<file path="config.mk">
export PLATFORM = sky130hd
export DESIGN_NAME = co2_sensor_frame_decoder
export DESIGN_NICKNAME = d
export VERILOG_FILES = /design/src/rtl/co2sfd_pkg.sv /design/src/rtl/co2sfd_parse.sv /design/src/rtl/co2_sensor_frame_decoder.sv
export VERILOG_INCLUDE_DIRS = /design/src /design/src/rtl
export SDC_FILE = /design/constraint.sdc
export NUM_CORES = 1
export LEC_CHECK = 0
export BUFFER_PORTS_ARGS = -buffer_cell sky130_fd_sc_hd__buf_2
export CAP_MARGIN = 20
export CORE_UTILIZATION = 30
export CTS_BUF_LIST = sky130_fd_sc_hd__clkbuf_4
export DETAILED_ROUTE_END_ITERATION = 8
export GPL_TIMING_DRIVEN = 0
export MAX_ROUTING_LAYER = met4
export PLACE_DENSITY_LB_ADDON = 0.1
export SLEW_MARGIN = 10
export SYNTH_ARGS = -nofsm -noshare
export SYNTH_HDL_FRONTEND = slang
export SYNTH_SLANG_ARGS = --single-unit
</file>
<file path="constraint.sdc">
create_clock -name clk -period 7.2 [get_ports clk]
set_input_delay 1.44 -clock clk [delete_from_list [all_inputs] [get_ports clk]]
set_output_delay 1.44 -clock clk [all_outputs]
set_load 0.01 [all_outputs]
</file>
<file path="src/rtl/co2_sensor_frame_decoder_assert.svh">
// Assertion macros for the CO2 sensor frame decoder.
`ifndef CO2_SENSOR_FRAME_DECODER_ASSERT_SVH
`define CO2_SENSOR_FRAME_DECODER_ASSERT_SVH
`ifndef NO_ASSERTIONS
`define CO2SFD_ASSERT_IMPL(label, clk, rst, ante, cons) \
  label: assert property (@(posedge clk) disable iff (rst) (ante) |-> (cons)) \
    else $error("co2sfd: same-cycle check failed");
`define CO2SFD_ASSERT_NEXT(label, clk, rst, ante, cons) \
  label: assert property (@(posedge clk) disable iff (rst) (ante) |=> (cons)) \
    else $error("co2sfd: next-cycle check failed");
`else
`define CO2SFD_ASSERT_IMPL(label, clk, rst, ante, cons)
`define CO2SFD_ASSERT_NEXT(label, clk, rst, ante, cons)
`endif
`endif

</file>
<file path="src/rtl/co2sfd_pkg.sv">
// Shared types, constants and CRC function for the CO2 sensor frame decoder.
`timescale 1ns / 1ps
package co2sfd_pkg;

  typedef enum logic {
    KIND_STATUS = 1'b0,
    KIND_MEAS   = 1'b1
  } frame_kind_t;

  localparam int unsigned POS_W = 4;

  localparam logic [POS_W-1:0] STATUS_LEN = 4'd3;
  localparam logic [POS_W-1:0] MEAS_LEN   = 4'd9;

  localparam logic [POS_W-1:0] POS_HIGH0 = 4'd0;
  localparam logic [POS_W-1:0] POS_HIGH1 = 4'd3;
  localparam logic [POS_W-1:0] POS_HIGH2 = 4'd6;
  localparam logic [POS_W-1:0] POS_CRC0  = 4'd2;
  localparam logic [POS_W-1:0] POS_CRC1  = 4'd5;
  localparam logic [POS_W-1:0] POS_CRC2  = 4'd8;

  localparam logic [7:0]  CRC_POLY    = 8'h31;
  localparam logic [7:0]  CRC_INIT    = 8'hFF;
  localparam logic [10:0] STATUS_MASK = 11'h7FF;

  localparam logic [14:0] TEMP_SCALE  = 15'd17500;
  localparam logic [13:0] HUM_SCALE   = 14'd10000;
  localparam logic [14:0] TEMP_OFFSET = 15'd4500;

  typedef struct packed {
    logic        done;
    frame_kind_t kind;
    logic        ok;
    logic        ready;
    logic [15:0] co2;
    logic [15:0] tword;
    logic [15:0] hword;
  } rec_t;

  function automatic logic [7:0] crc8_byte(input logic [7:0] crc, input logic [7:0] b);
    logic [7:0] c;
    c = crc ^ b;
    for (int i = 0; i < 8; i++) begin
      if (c[7]) begin
        c = {c[6:0], 1'b0} ^ CRC_POLY;
      end else begin
        c = {c[6:0], 1'b0};
      end
    end
    return c;
  endfunction

endpackage

</file>
<file path="src/rtl/co2sfd_parse.sv">
// Byte framing, per-word CRC check and word capture for the frame decoder.
`timescale 1ns / 1ps
module co2sfd_parse import co2sfd_pkg::*; (
  input  logic       clk,
  input  logic       rst,
  input  logic       acc,
  input  logic       mode,
  input  logic       frame_start,
  input  logic [7:0] rx_byte,
  output rec_t       rec
);

  logic [POS_W-1:0] byte_position;
  frame_kind_t      frame_type;
  logic [7:0]       running_crc;
  logic [7:0]       high_byte;
  logic [7:0]       low_byte;
  logic [15:0]      first_word;
  logic [15:0]      second_word;
  logic             crc_failed;

  frame_kind_t      ft;
  logic [POS_W-1:0] pos;
  logic [POS_W-1:0] pos_inc;
  logic [POS_W-1:0] len;
  logic [7:0]       crc_cur;
  logic [7:0]       crc_upd;
  logic             failed_cur;
  logic             active;
  logic             is_crc;
  logic             is_high;
  logic             crc_bad;
  logic [15:0]      word;

  always_comb begin
    ft         = frame_start ? frame_kind_t'(mode) : frame_type;
    pos        = frame_start ? '0 : byte_position;
    crc_cur    = frame_start ? CRC_INIT : running_crc;
    failed_cur = frame_start ? 1'b0 : crc_failed;
    len        = (ft == KIND_MEAS) ? MEAS_LEN : STATUS_LEN;
    pos_inc    = pos + 4'd1;
    active     = pos < len;
    is_crc     = (pos == POS_CRC0) || (pos == POS_CRC1) || (pos == POS_CRC2);
    is_high    = (pos == POS_HIGH0) || (pos == POS_HIGH1) || (pos == POS_HIGH2);
    crc_upd    = crc8_byte(crc_cur, rx_byte);
    crc_bad    = crc_cur != rx_byte;
    word       = {high_byte, low_byte};

    rec.done  = active && is_crc && (pos_inc == len);
    rec.kind  = ft;
    rec.ok    = !(failed_cur || crc_bad);
    if (ft == KIND_MEAS) begin
      rec.ready = rec.ok;
      rec.co2   = first_word;
    end else begin
      rec.ready = rec.ok && (word[10:0] & STATUS_MASK) != '0;
      rec.co2   = '0;
    end
    rec.tword = second_word;
    rec.hword = word;
  end

  always_ff @(posedge clk) begin
    if (rst) begin
      byte_position <= '0;
      frame_type    <= KIND_STATUS;
      running_crc   <= CRC_INIT;
      high_byte     <= '0;
      low_byte      <= '0;
      first_word    <= '0;
      second_word   <= '0;
      crc_failed    <= 1'b0;
    end else if (acc) begin
      if (frame_start) begin
        frame_type <= frame_kind_t'(mode);
      end
      if (active) begin
        byte_position <= pos_inc;
        if (is_crc) begin
          running_crc <= CRC_INIT;
          crc_failed  <= failed_cur || crc_bad;
          if (pos == POS_CRC0) begin
            first_word <= word;
          end
          if (pos == POS_CRC1) begin
            second_word <= word;
          end
        end else begin
          running_crc <= crc_upd;
          crc_failed  <= failed_cur;
          if (is_high) begin
            high_byte <= rx_byte;
          end else begin
            low_byte <= rx_byte;
          end
        end
      end
    end
  end

endmodule

</file>
<file path="src/rtl/co2_sensor_frame_decoder.sv">
// Top level of the CO2 sensor frame decoder: framing, scaling and result pipeline.
//
//  channel  | handshake                  | payload
//  ---------+----------------------------+----------------------------------------------
//  byte     | byte_valid / byte_stall    | mode, frame_start, rx_byte
//  result   | result_valid / result_stall| frame_kind, crc_ok, data_ready, co2_ppm,
//           |                            | temperature_centi, humidity_centi
//
//  One byte per cycle while byte_stall is low; a result passes the record, product and
//  output registers in turn before it shows on result_valid.
//  Reset is synchronous: the pipeline empties and framing restarts as a status frame.
//  byte_stall rises only when all three result registers hold transactions and
//  result_stall is high.
`timescale 1ns / 1ps
module co2_sensor_frame_decoder import co2sfd_pkg::*; (
  input  logic               clk,
  input  logic               rst,
  input  logic               byte_valid,
  output logic               byte_stall,
  input  logic               mode,
  input  logic               frame_start,
  input  logic [7:0]         rx_byte,
  output logic               result_valid,
  input  logic               result_stall,
  output logic               frame_kind,
  output logic               crc_ok,
  output logic               data_ready,
  output logic [15:0]        co2_ppm,
  output logic signed [14:0] temperature_centi,
  output logic [13:0]        humidity_centi
);

`include "co2_sensor_frame_decoder_assert.svh"

  rec_t        parse_rec;
  rec_t        rec;
  logic        rec_valid;
  logic        byte_acc;
  logic        o_free;
  logic        p_free;
  logic        r_free;

  logic        p_valid;
  frame_kind_t p_kind;
  logic        p_ok;
  logic        p_ready;
  logic [15:0] p_co2;
  logic [30:0] p_tprod;
  logic [29:0] p_hprod;

  logic [31:0] t_sum;
  logic [30:0] h_sum;
  logic [14:0] t_val;
  logic [13:0] h_val;

  assign o_free     = !result_valid || !result_stall;
  assign p_free     = !p_valid || o_free;
  assign r_free     = !rec_valid || p_free;
  assign byte_stall = !r_free;
  assign byte_acc   = byte_valid && !byte_stall;

  co2sfd_parse u_parse (
    .clk         (clk),
    .rst         (rst),
    .acc         (byte_acc),
    .mode        (mode),
    .frame_start (frame_start),
    .rx_byte     (rx_byte),
    .rec         (parse_rec)
  );

  always_comb begin
    t_sum = {1'b0, p_tprod} + {17'b0, p_tprod[30:16]} + 32'd1;
    h_sum = {1'b0, p_hprod} + {17'b0, p_hprod[29:16]} + 31'd1;
    t_val = t_sum[30:16] - TEMP_OFFSET;
    h_val = h_sum[29:16];
  end

  always_ff @(posedge clk) begin
    if (rst) begin
      rec_valid    <= 1'b0;
      p_valid      <= 1'b0;
      result_valid <= 1'b0;
    end else begin
      if (r_free) begin
        rec_valid <= byte_acc && parse_rec.done;
      end
      if (p_free) begin
        p_valid <= rec_valid;
      end
      if (o_free) begin
        result_valid <= p_valid;
      end
    end
  end

  always_ff @(posedge clk) begin
    if (r_free && byte_acc) begin
      rec <= parse_rec;
    end
    if (p_free && rec_valid) begin
      p_kind  <= rec.kind;
      p_ok    <= rec.ok;
      p_ready <= rec.ready;
      p_co2   <= rec.co2;
      p_tprod <= {16'b0, TEMP_SCALE} * {15'b0, rec.tword};
      p_hprod <= {16'b0, HUM_SCALE} * {14'b0, rec.hword};
    end
    if (o_free && p_valid) begin
      frame_kind <= p_kind;
      crc_ok     <= p_ok;
      data_ready <= p_ready;
      co2_ppm    <= p_co2;
      if (p_kind == KIND_MEAS) begin
        temperature_centi <= $signed(t_val);
        humidity_centi    <= h_val;
      end else begin
        temperature_centi <= '0;
        humidity_centi    <= '0;
      end
    end
  end

  `CO2SFD_ASSERT_IMPL(a_stall_full, clk, rst, byte_stall,
                      rec_valid && p_valid && result_valid && result_stall)
  `CO2SFD_ASSERT_NEXT(a_rec_moves, clk, rst, rec_valid && p_free, p_valid)
  `CO2SFD_ASSERT_IMPL(a_status_zero, clk, rst, result_valid && (frame_kind == KIND_STATUS),
                      co2_ppm == '0 && temperature_centi == '0 && humidity_centi == '0)
  `CO2SFD_ASSERT_IMPL(a_ready_needs_crc, clk, rst, result_valid && !crc_ok, !data_ready)
  `CO2SFD_ASSERT_IMPL(a_hum_range, clk, rst, result_valid, humidity_centi <= HUM_SCALE)

endmodule
</file>
Word level (Yosys, flattened, before mapping)
Cells that the tools add are included.

Output and inout bits: 50. RAM bits: 0. Memory bits (read-only): 0. Word-level logic and storage cells: 101. Input bits: 14. Memories kept: 0. Latch bits: 0. Register bits: 238.

Add/subtract/negate cells: 6. Reduce and logical (&&, ||, !) cells: 29. Bitwise operators: 11. Muxes and demuxes: 16. $mul: 2. Shift operators: 0. Equal/unequal tests: 7. Divide/modulo/power cells: 0. $lt $le $gt $ge: 1.

Operator list (number): 6-bit two-way mux (8); 31-bit by 1-bit adder with 31-bit output (second input constant) (1); 31-bit by 15-bit adder with 31-bit output (1); 30-bit by 1-bit adder with 30-bit output (second input constant) (1); 30-bit by 14-bit adder with 30-bit output (1); 13-bit by 16-bit multiplier with 29-bit output (first input constant) (1); 10-bit by 16-bit multiplier with 26-bit output (first input constant) (1); 3-bit inverter (8); 17-bit two-way mux (1); 8-bit two-way mux (2); 4-bit AND reduction (4); 15-bit by 13-bit subtractor with 15-bit output (second input constant) (1); 11-bit nonzero test (1); 4-bit by 2-bit == test with 1-bit output (second input constant) (2); 4-bit by 3-bit == test with 1-bit output (second input constant) (2); 1-bit logical AND (8); 1-bit logical OR (8); 4-bit two-way mux (2); 8-bit inequality test (1); 8-bit XOR (1); 1-bit zero test (6); 4-bit by 1-bit adder with 4-bit output (second input constant) (1); 4-bit == test (1); 4-bit == test (second input constant) (1); other kinds (5) (8).

Logic depth before layout (Yosys ltp)
Gate-level depths: netlist (run 1).

Depth after elaboration: 19. Mapped depth: 20. Mapped depth without buffers: 20.

Modules after synthesis
From an unflattened synthesis (run 1), not the netlist that was laid out.

Cells, all modules: 1431. Area total of the unflattened synthesis: 15825.2 um^2.

By module, submodules not included: co2_sensor_frame_decoder (cells each 1061, instances 1, area each 12594.6 um^2); co2sfd_parse (cells each 370, instances 1, area each 3230.6 um^2).

Least setup slack after synthesis (run 1)
Ideal clock, no wire load.

Path type: input-to-reg. Start point: in result_stall. End point: reg co2_ppm[0], enable pin. Stages: 1. Arrival: 4.963 ns. Data required time: 6.673 ns. Path buffers: 0. Library setup time: 0.527 ns. Path slack: 1.711 ns. Cells stage by stage: a21boi_0.

Word-level cells in the longest chain between the ends: 3.

Ends and longest elaborated chain: start, declared (line co2_sensor_frame_decoder.sv:24) `input logic result_stall,`; 1-bit zero test (line co2_sensor_frame_decoder.sv:56) `assign o_free = !result_valid || !result_stall;`; 1-bit logical OR (line co2_sensor_frame_decoder.sv:56); 1-bit logical AND (line co2_sensor_frame_decoder.sv:109) `if (o_free && p_valid) begin`; end signal, assigned (line co2_sensor_frame_decoder.sv:113) `co2_ppm <= p_co2;`; end, declared (line co2_sensor_frame_decoder.sv:28) `output logic [15:0] co2_ppm,`.

No other way between the ends. A chain may end at the register's enable or synchronous reset.

Worst setup path in the final report (run 1)
Start point: in frame_start. End point: reg u_parse.first_word[8].

Word-level cells in the longest chain between the ends: 5. Elaborated cells on any way between the ends: 10. Classes of those cells: order compare: 1; eq/ne: 3; mux: 3; reduce/logical: 3.

Ends and longest elaborated chain: start, declared (line co2_sensor_frame_decoder.sv:21) `input logic frame_start,`; parallel branches: the longest is 4 deep, another holds 4-bit < comparator; 4-bit AND reduction (no line) *; end signal, assigned (line co2sfd_parse.sv:83) `first_word <= word;`; end, declared (line co2sfd_parse.sv:18) `logic [15:0] first_word;`.

Mark *: on every way between the ends.

==> flow_metrics.tcl, run 1 <==
set metrics [dict create \
    yosysWarnings 0 \
    h-tree-depth 3 \
    multiInputGateArea_sq_mm 0.00805 \
    p_leak_nw 7.77 \
    drv_slew 0 \
    drc_errors 0 \
    ys_ff_latch 238 \
    areaGrowthSynthToFinish_pct 13.7 \
    grt_pass1_wl_um 55800 \
    wl_per_cell_um 15.4 \
    grt_max_degree 61 \
    start_util_pct 30.6 \
    ys_seq_area_share_pct 42.2 \
    critical_path_arrival_ns 6.13 \
    setup_viol 0 \
    die_h_um 229 \
    final_hold_viol_count 0 \
    ir_drop_mv 0.0933 \
    synth_nets 1666 \
    netlist.area_leader.share_pct 33.8 \
    synth-simple-area-share_pct 9.62 \
    synth.largest_area_cell "edfxtp_1" \
    critPathLaunchType "primary input" \
    max_freq_mhz 181 \
    required_ns 7.81 \
    min_to "co2_ppm[2]" \
    overflow 0 \
    root_buffer "clkbuf_4" \
    clockBufferDepth 3 \
    end_kind "flop" \
    fp-row-count 82 \
    drtIter0Drc 343 \
    worstHoldPathType "reg -> reg" \
    synthAdderAreaFrac_pct 26.5 \
    antenna_found_initial 1 \
    drtPass1Iterations 5 \
    postLayoutCellArea_sq_mm 0.0175 \
    synthArstFlopShare_pct 0 \
    syn-mean-instance-area_sq_um 11.2 \
    placed_cells 2109 \
    via_count 10000 \
    crit_type "in -> reg" \
    netlist_area_sq_mm 0.0154 \
    synth_xor_area_share_pct 4.50 \
    crit_start "frame_start" \
    die_w_um 229 \
    holdCritStartpoint "p_co2[2]" \
    place_congestion 0.839 \
    ant_nets 0 \
    synth_cells 1374 \
    r2r-start "rec[8]" \
    synth_edf_count 173 \
    avgViaCountPerCell 4.49 \
    placed_area_sq_mm 0.0166 \
    post_cts_buffers 0 \
    wirelength_um 34300 \
    fin_tns_setup_ns 0 \
    port-buffer-count 59 \
    crit_path_max_fanout 10 \
    synth_most_common_cell "inv_1" \
    nFillCells 5090 \
    final-seq-area_sq_mm 0.00650 \
    dp.final_hpwl_um 26800 \
    r2r_end "p_hprod[29]" \
    instances_no_fill 2230 \
    fin_crit_ns 5.51 \
    post_cts_resized 0 \
    relSlewSlack_pct 48.7 \
    layout-drive-gt1-share_pct 12.3 \
    rsz0062_at_grt "false" \
    holdPathStages 0 \
    ff2ff_setup_slack_ns 1.69 \
    worstMarginPinSlew_ns 0.762 \
    numCtsBuffers 70 \
    coreArea_sq_mm 0.0504 \
    power_density_mw_per_mm2 241 \
    period_share_pct 76.6 \
    synth_top_family_by_area "adder cells" \
    grt_pass1_vias 10400 \
    ctsHoldBuffers 0 \
    synth_common_cells "inv_1 (198), ha_1 (197), edfxtp_1 (173)" \
    clk_latency_ns 0.78 \
    clock-sinks 238 \
    dieArea_sq_mm 0.0522 \
    cts_tree "done" \
    reg2reg_depth 18 \
    fin_nets 1801 \
    clkTransAtPathRegs_ns 0.06 \
    synthMuxAreaShare_pct 3.38 \
    ys_types 62 \
    cap_violations 0 \
    grt_use_total_pct 14.1 \
    ys.flop_type "edfxtp_1" \
    skew_ns 0.0445 \
    pin_count 64 \
    synth_area_leaders "edfxtp_1 (34%), ha_1 (16%), fa_1 (11%)" \
    synth-compound-area-share_pct 8.19 \
    status "finished clean" \
]
## cells by family after synthesis
kind of cell             count (synthesis)
AO/OA/AOI/OAI                          194
XOR/XNOR                                79
adder cells (fa/ha/maj)                278
buffers and inverters                  227
flip-flops                             238
multiplexers                            52
AND/OR/NAND/NOR                        306
## cell type report
| cell class | count | area share [%] |
|---|---|---|
| inverter | 198 | 4.25 |
| multi-input combinational | 909 | 46.0 |
| sequential | 238 | 37.1 |
| buffer | 29 | 0.644 |
| tap | 672 | 4.80 |
| clock inverter | 23 | 0.751 |
| clock buffer | 97 | 4.16 |
| antenna | 1 | 0.0143 |
| timing repair buffer | 63 | 2.23 |
## critical path, stage by stage
cell and delay (ns):
clkbuf_1 0.32, clkbuf_1 0.42, clkbuf_1 0.49, mux2i_1 0.29, clkbuf_1 0.52, clkbuf_1 0.52
ha_1 0.33, o21ai_0 0.09, nand3b_1 0.12, nor4b_1 0.31, clkbuf_1 0.55, buf_2 0.42
mux2i_1 0.22, nor2_1 0.05
## metal layers
metal	vias up	part of all wire, %	wire length, um	global-route usage [%]
met1	4707	49	16700	18.1
met4	0	2.6	909	5.70
met5	-	0	0	-
met2	154	45	15600	21.6
li1	5098	-	-	-
met3	64	3.3	1120	2.86
## state kept, by name, summed over array words and instances, names as in the netlist, 14 cells and up
name	cells
p_hprod	26
humidity_centi	14
p_tprod	29
co2_ppm	16
p_co2	16
temperature_centi	15
u_parse.second_word	16
rec	51
u_parse.first_word	16
## cells in the final DEF (no fill, tap or decap), types with 15 or more instances in the layout
cell type	n
nand3_1	18
ha_1	197
nor2b_1	29
edfxtp_1	173
a21o_1	15
fa_1	81
inv_1	197
nor2_1	118
mux2i_1	52
xnor2_1	56
nand2_1	49
o21ai_0	32
xor2_1	23
dfxtp_1	65
nor3_1	28
buf_2	62
a21oi_1	62
clkbuf_1	25
clkbuf_4	97
## per-stage QoR
| step | utilization, % | setup slack (ns) | hold slack, ns | total power [W] |
|---|---|---|---|---|
| floorplan | - | 1.71 | 0.400 | 0.00268 |
| finish | 34.7 | 1.69 | 0.404 | 0.00421 |
| detailed placement | 33.0 | 0.874 | 0.405 | 0.00299 |
| CTS | 34.7 | 1.64 | 0.405 | 0.00430 |
| global route | 34.7 | 1.27 | 0.418 | 0.00457 |
| global placement | 32.8 | -1.24 | 0.406 | 0.00300 |
## report_power, final
part	total (W)	internal [W]	switching [W]
clock	0.00126	0.000660	0.000600
combinational	0.00135	0.000585	0.000766
sequential	0.00160	0.00156	0.0000420
## worst max-delay path by stage
stage | end | slack, ns | cells past startpoint
2_1_floorplan | co2_ppm[0] | 1.71 | 1
3_3_place_gp | humidity_centi[6] | -1.24 | 2
3_5_place_dp | u_parse.first_word[6] | 0.87 | 14
4_1_cts | p_hprod[29] | 1.64 | 18
5_1_grt | u_parse.second_word[8] | 1.27 | 14
6_report | u_parse.first_word[8] | 1.69 | 14
(Power assumes the default switching activity.)
==> run 2, diff against run 1 <==
- clock period: 7.2 -> 5.49 ns (I/O delays scaled with it)
==> run 2 against run 1 <==
Net effect:
- power grew 32%
- core utilization up 0.22 points
- sequential cell count unchanged
- worst setup slack worse by 1.5 ns
- clock power is 32% higher
- register-to-register slack lost 1.5 ns
- combinational power is 33% higher
- count of clock-buffer cells in the layout stayed put
- largest power group unchanged
- sequential share of layout area fell by 0.23 points
- first-iteration DRC count decreased by 8.7%
- final area is 0.64% higher
==> flow_metrics.tcl, run 2 (synthesized netlist as in run 1, its figures left out) <==
set metrics [dict create \
    status "finished clean" \
    grt_use_total_pct 14.1 \
    path_cells "ha_1 -> inv_1 -> fa_1 -> inv_1 -> ha_1 -> fa_1 -> inv_1 -> fa_1 -> inv_1 -> ha_1 -> a211o_1 -> or3_1 -> nor4_2 -> nor3_1 -> a31o_2 -> or4_4 -> a31oi_4 -> o21ai_1" \
    crit_family "adder cells" \
    final_hold_viol_count 0 \
    slowest_delay_ns 0.53 \
    crit_path_max_fanout 6 \
    grt_pass1_vias 10400 \
    top_register "rec" \
    grt_max_degree 61 \
    critPathLaunchType "flop" \
    start_util_pct 30.6 \
    holdCritStartpoint "p_co2[2]" \
    clock-sinks 238 \
    drtIter0Drc 313 \
    grt_pass1_wl_um 55800 \
    largest_register_ffs 51 \
    relSlewSlack_pct 48.6 \
    layout-drive-gt1-share_pct 13.1 \
    wirelength_um 34400 \
    end_kind "flop" \
    numCtsBuffers 70 \
    antenna_found_initial 1 \
    fin_crit_ns 5.28 \
    cp_slowest_cell "fa_1" \
    skew_ns 0.0560 \
    place_congestion 0.839 \
    drc_errors 0 \
    worstHoldPathType "reg -> reg" \
    setup_viol 0 \
    use_met2_pct 21.6 \
    ir_drop_mv 0.121 \
    timing.hold.ws_ns 0.405 \
    clockBufferDepth 3 \
    worstMarginPinSlew_ns 0.764 \
    cp_common_cell "inv_1" \
    h-tree-depth 3 \
    ctsHoldBuffers 0 \
    required_ns 6.00 \
    rsz0062_at_grt "false" \
    drtPass1Iterations 4 \
    dp.final_hpwl_um 26800 \
    largestRegisters "rec x51, p_tprod x29, p_hprod x26" \
    crit_type "reg -> reg" \
    areaGrowthSynthToFinish_pct 14.4 \
    fin_nets 1813 \
    critical_path_arrival_ns 5.79 \
    cap_violations 0 \
    placed_cells 2109 \
    die_w_um 229 \
    p_leak_nw 7.84 \
    fp-row-count 82 \
    drv_slew 0 \
    cts_tree "done" \
    r2r-start "rec[29]" \
    root_buffer "clkbuf_4" \
    grt_use_met1_pct 18.1 \
    final_cell_mix "inv_1 (197), ha_1 (197), edfxtp_1 (173)" \
    power_w 0.00554 \
    ant_nets 0 \
    coreArea_sq_mm 0.0504 \
    max_freq_mhz 189 \
    overflow 0 \
    wl_per_cell_um 15.3 \
    busiest_layer "met2" \
    reg2reg_depth 18 \
    r2r_end "p_tprod[30]" \
    cp.depth 18 \
    worst-path-buf-inv 4 \
    port-buffer-count 59 \
    use_met3_pct 2.86 \
    nFillCells 5083 \
    via_count 10100 \
    power_density_mw_per_mm2 315 \
    ff2ff_setup_slack_ns 0.21 \
    die_h_um 229 \
    cp-endpoint "p_tprod[30]" \
    avgViaCountPerCell 4.49 \
    period_share_pct 96.2 \
    clkTransAtPathRegs_ns 0.06 \
    instances_no_fill 2242 \
    pin_count 64 \
    dieArea_sq_mm 0.0522 \
    crit_start "rec[29]" \
    clk_latency_ns 0.79 \
]
[run 2: cell count changes in the layout (fill, tap and decap cells not counted), sizes merged]
cell,delta
buf,+12
[run 2: stage by stage]
step | setup slack (ns) | utilization [%] | area (sq um) | TNS, ns
after global placement | -2.61 | 32.8 | 16500 | -145.94
after CTS | 0.00486 | 34.7 | 17500 | 0
final | 0.210 | 35.0 | 17600 | 0
after global routing | 0.00167 | 35.0 | 17600 | 0
after detailed placement | -0.494 | 33.0 | 16600 | -15.31
after floorplan | 0.343 | - | 15400 | 0
[run 2: worst min-delay path by stage]
stage               slack, ns  cells past startpoint         end
floorplan                0.40                      0  co2_ppm[0]
global placement         0.41                      0    p_co2[5]
detailed placement       0.40                      0  co2_ppm[2]
CTS                      0.40                      0   p_co2[13]
global route             0.42                      0   p_co2[13]
finish                   0.40                      0  co2_ppm[2]
[run 2: cell type report]
class	instances	area, sq um	area share (%)
Timing Repair Buffer	75	480	2.73
Inverter	198	743	4.22
Tap cell	672	841	4.77
Multi-Input combinational cell	909	8070	45.8
Sequential cell	238	6500	36.9
Antenna cell	1	2.50	0.0142
Clock buffer	97	728	4.13
Clock inverter	23	131	0.746
Buffer	29	114	0.647
[run 2: layer usage]
layer | up-vias | part of all wire, %
li1 | 5118 | -
met1 | 4716 | 49
met2 | 159 | 45
met3 | 69 | 3.3
met4 | 0 | 2.8
met5 | - | 0
[run 2: where the power goes]
part	total, W	internal [W]	switching, W
Combinational	0.00179	0.000778	0.00101
Sequential	0.00210	0.00205	0.0000520
Clock	0.00166	0.000865	0.000792
Total	0.00554	0.00369	0.00185
[run 2: timing repair]
action	in CTS	in global routing
setup buffers	0	12
setup endpoints to repair	1	27
resized for setup	1	5
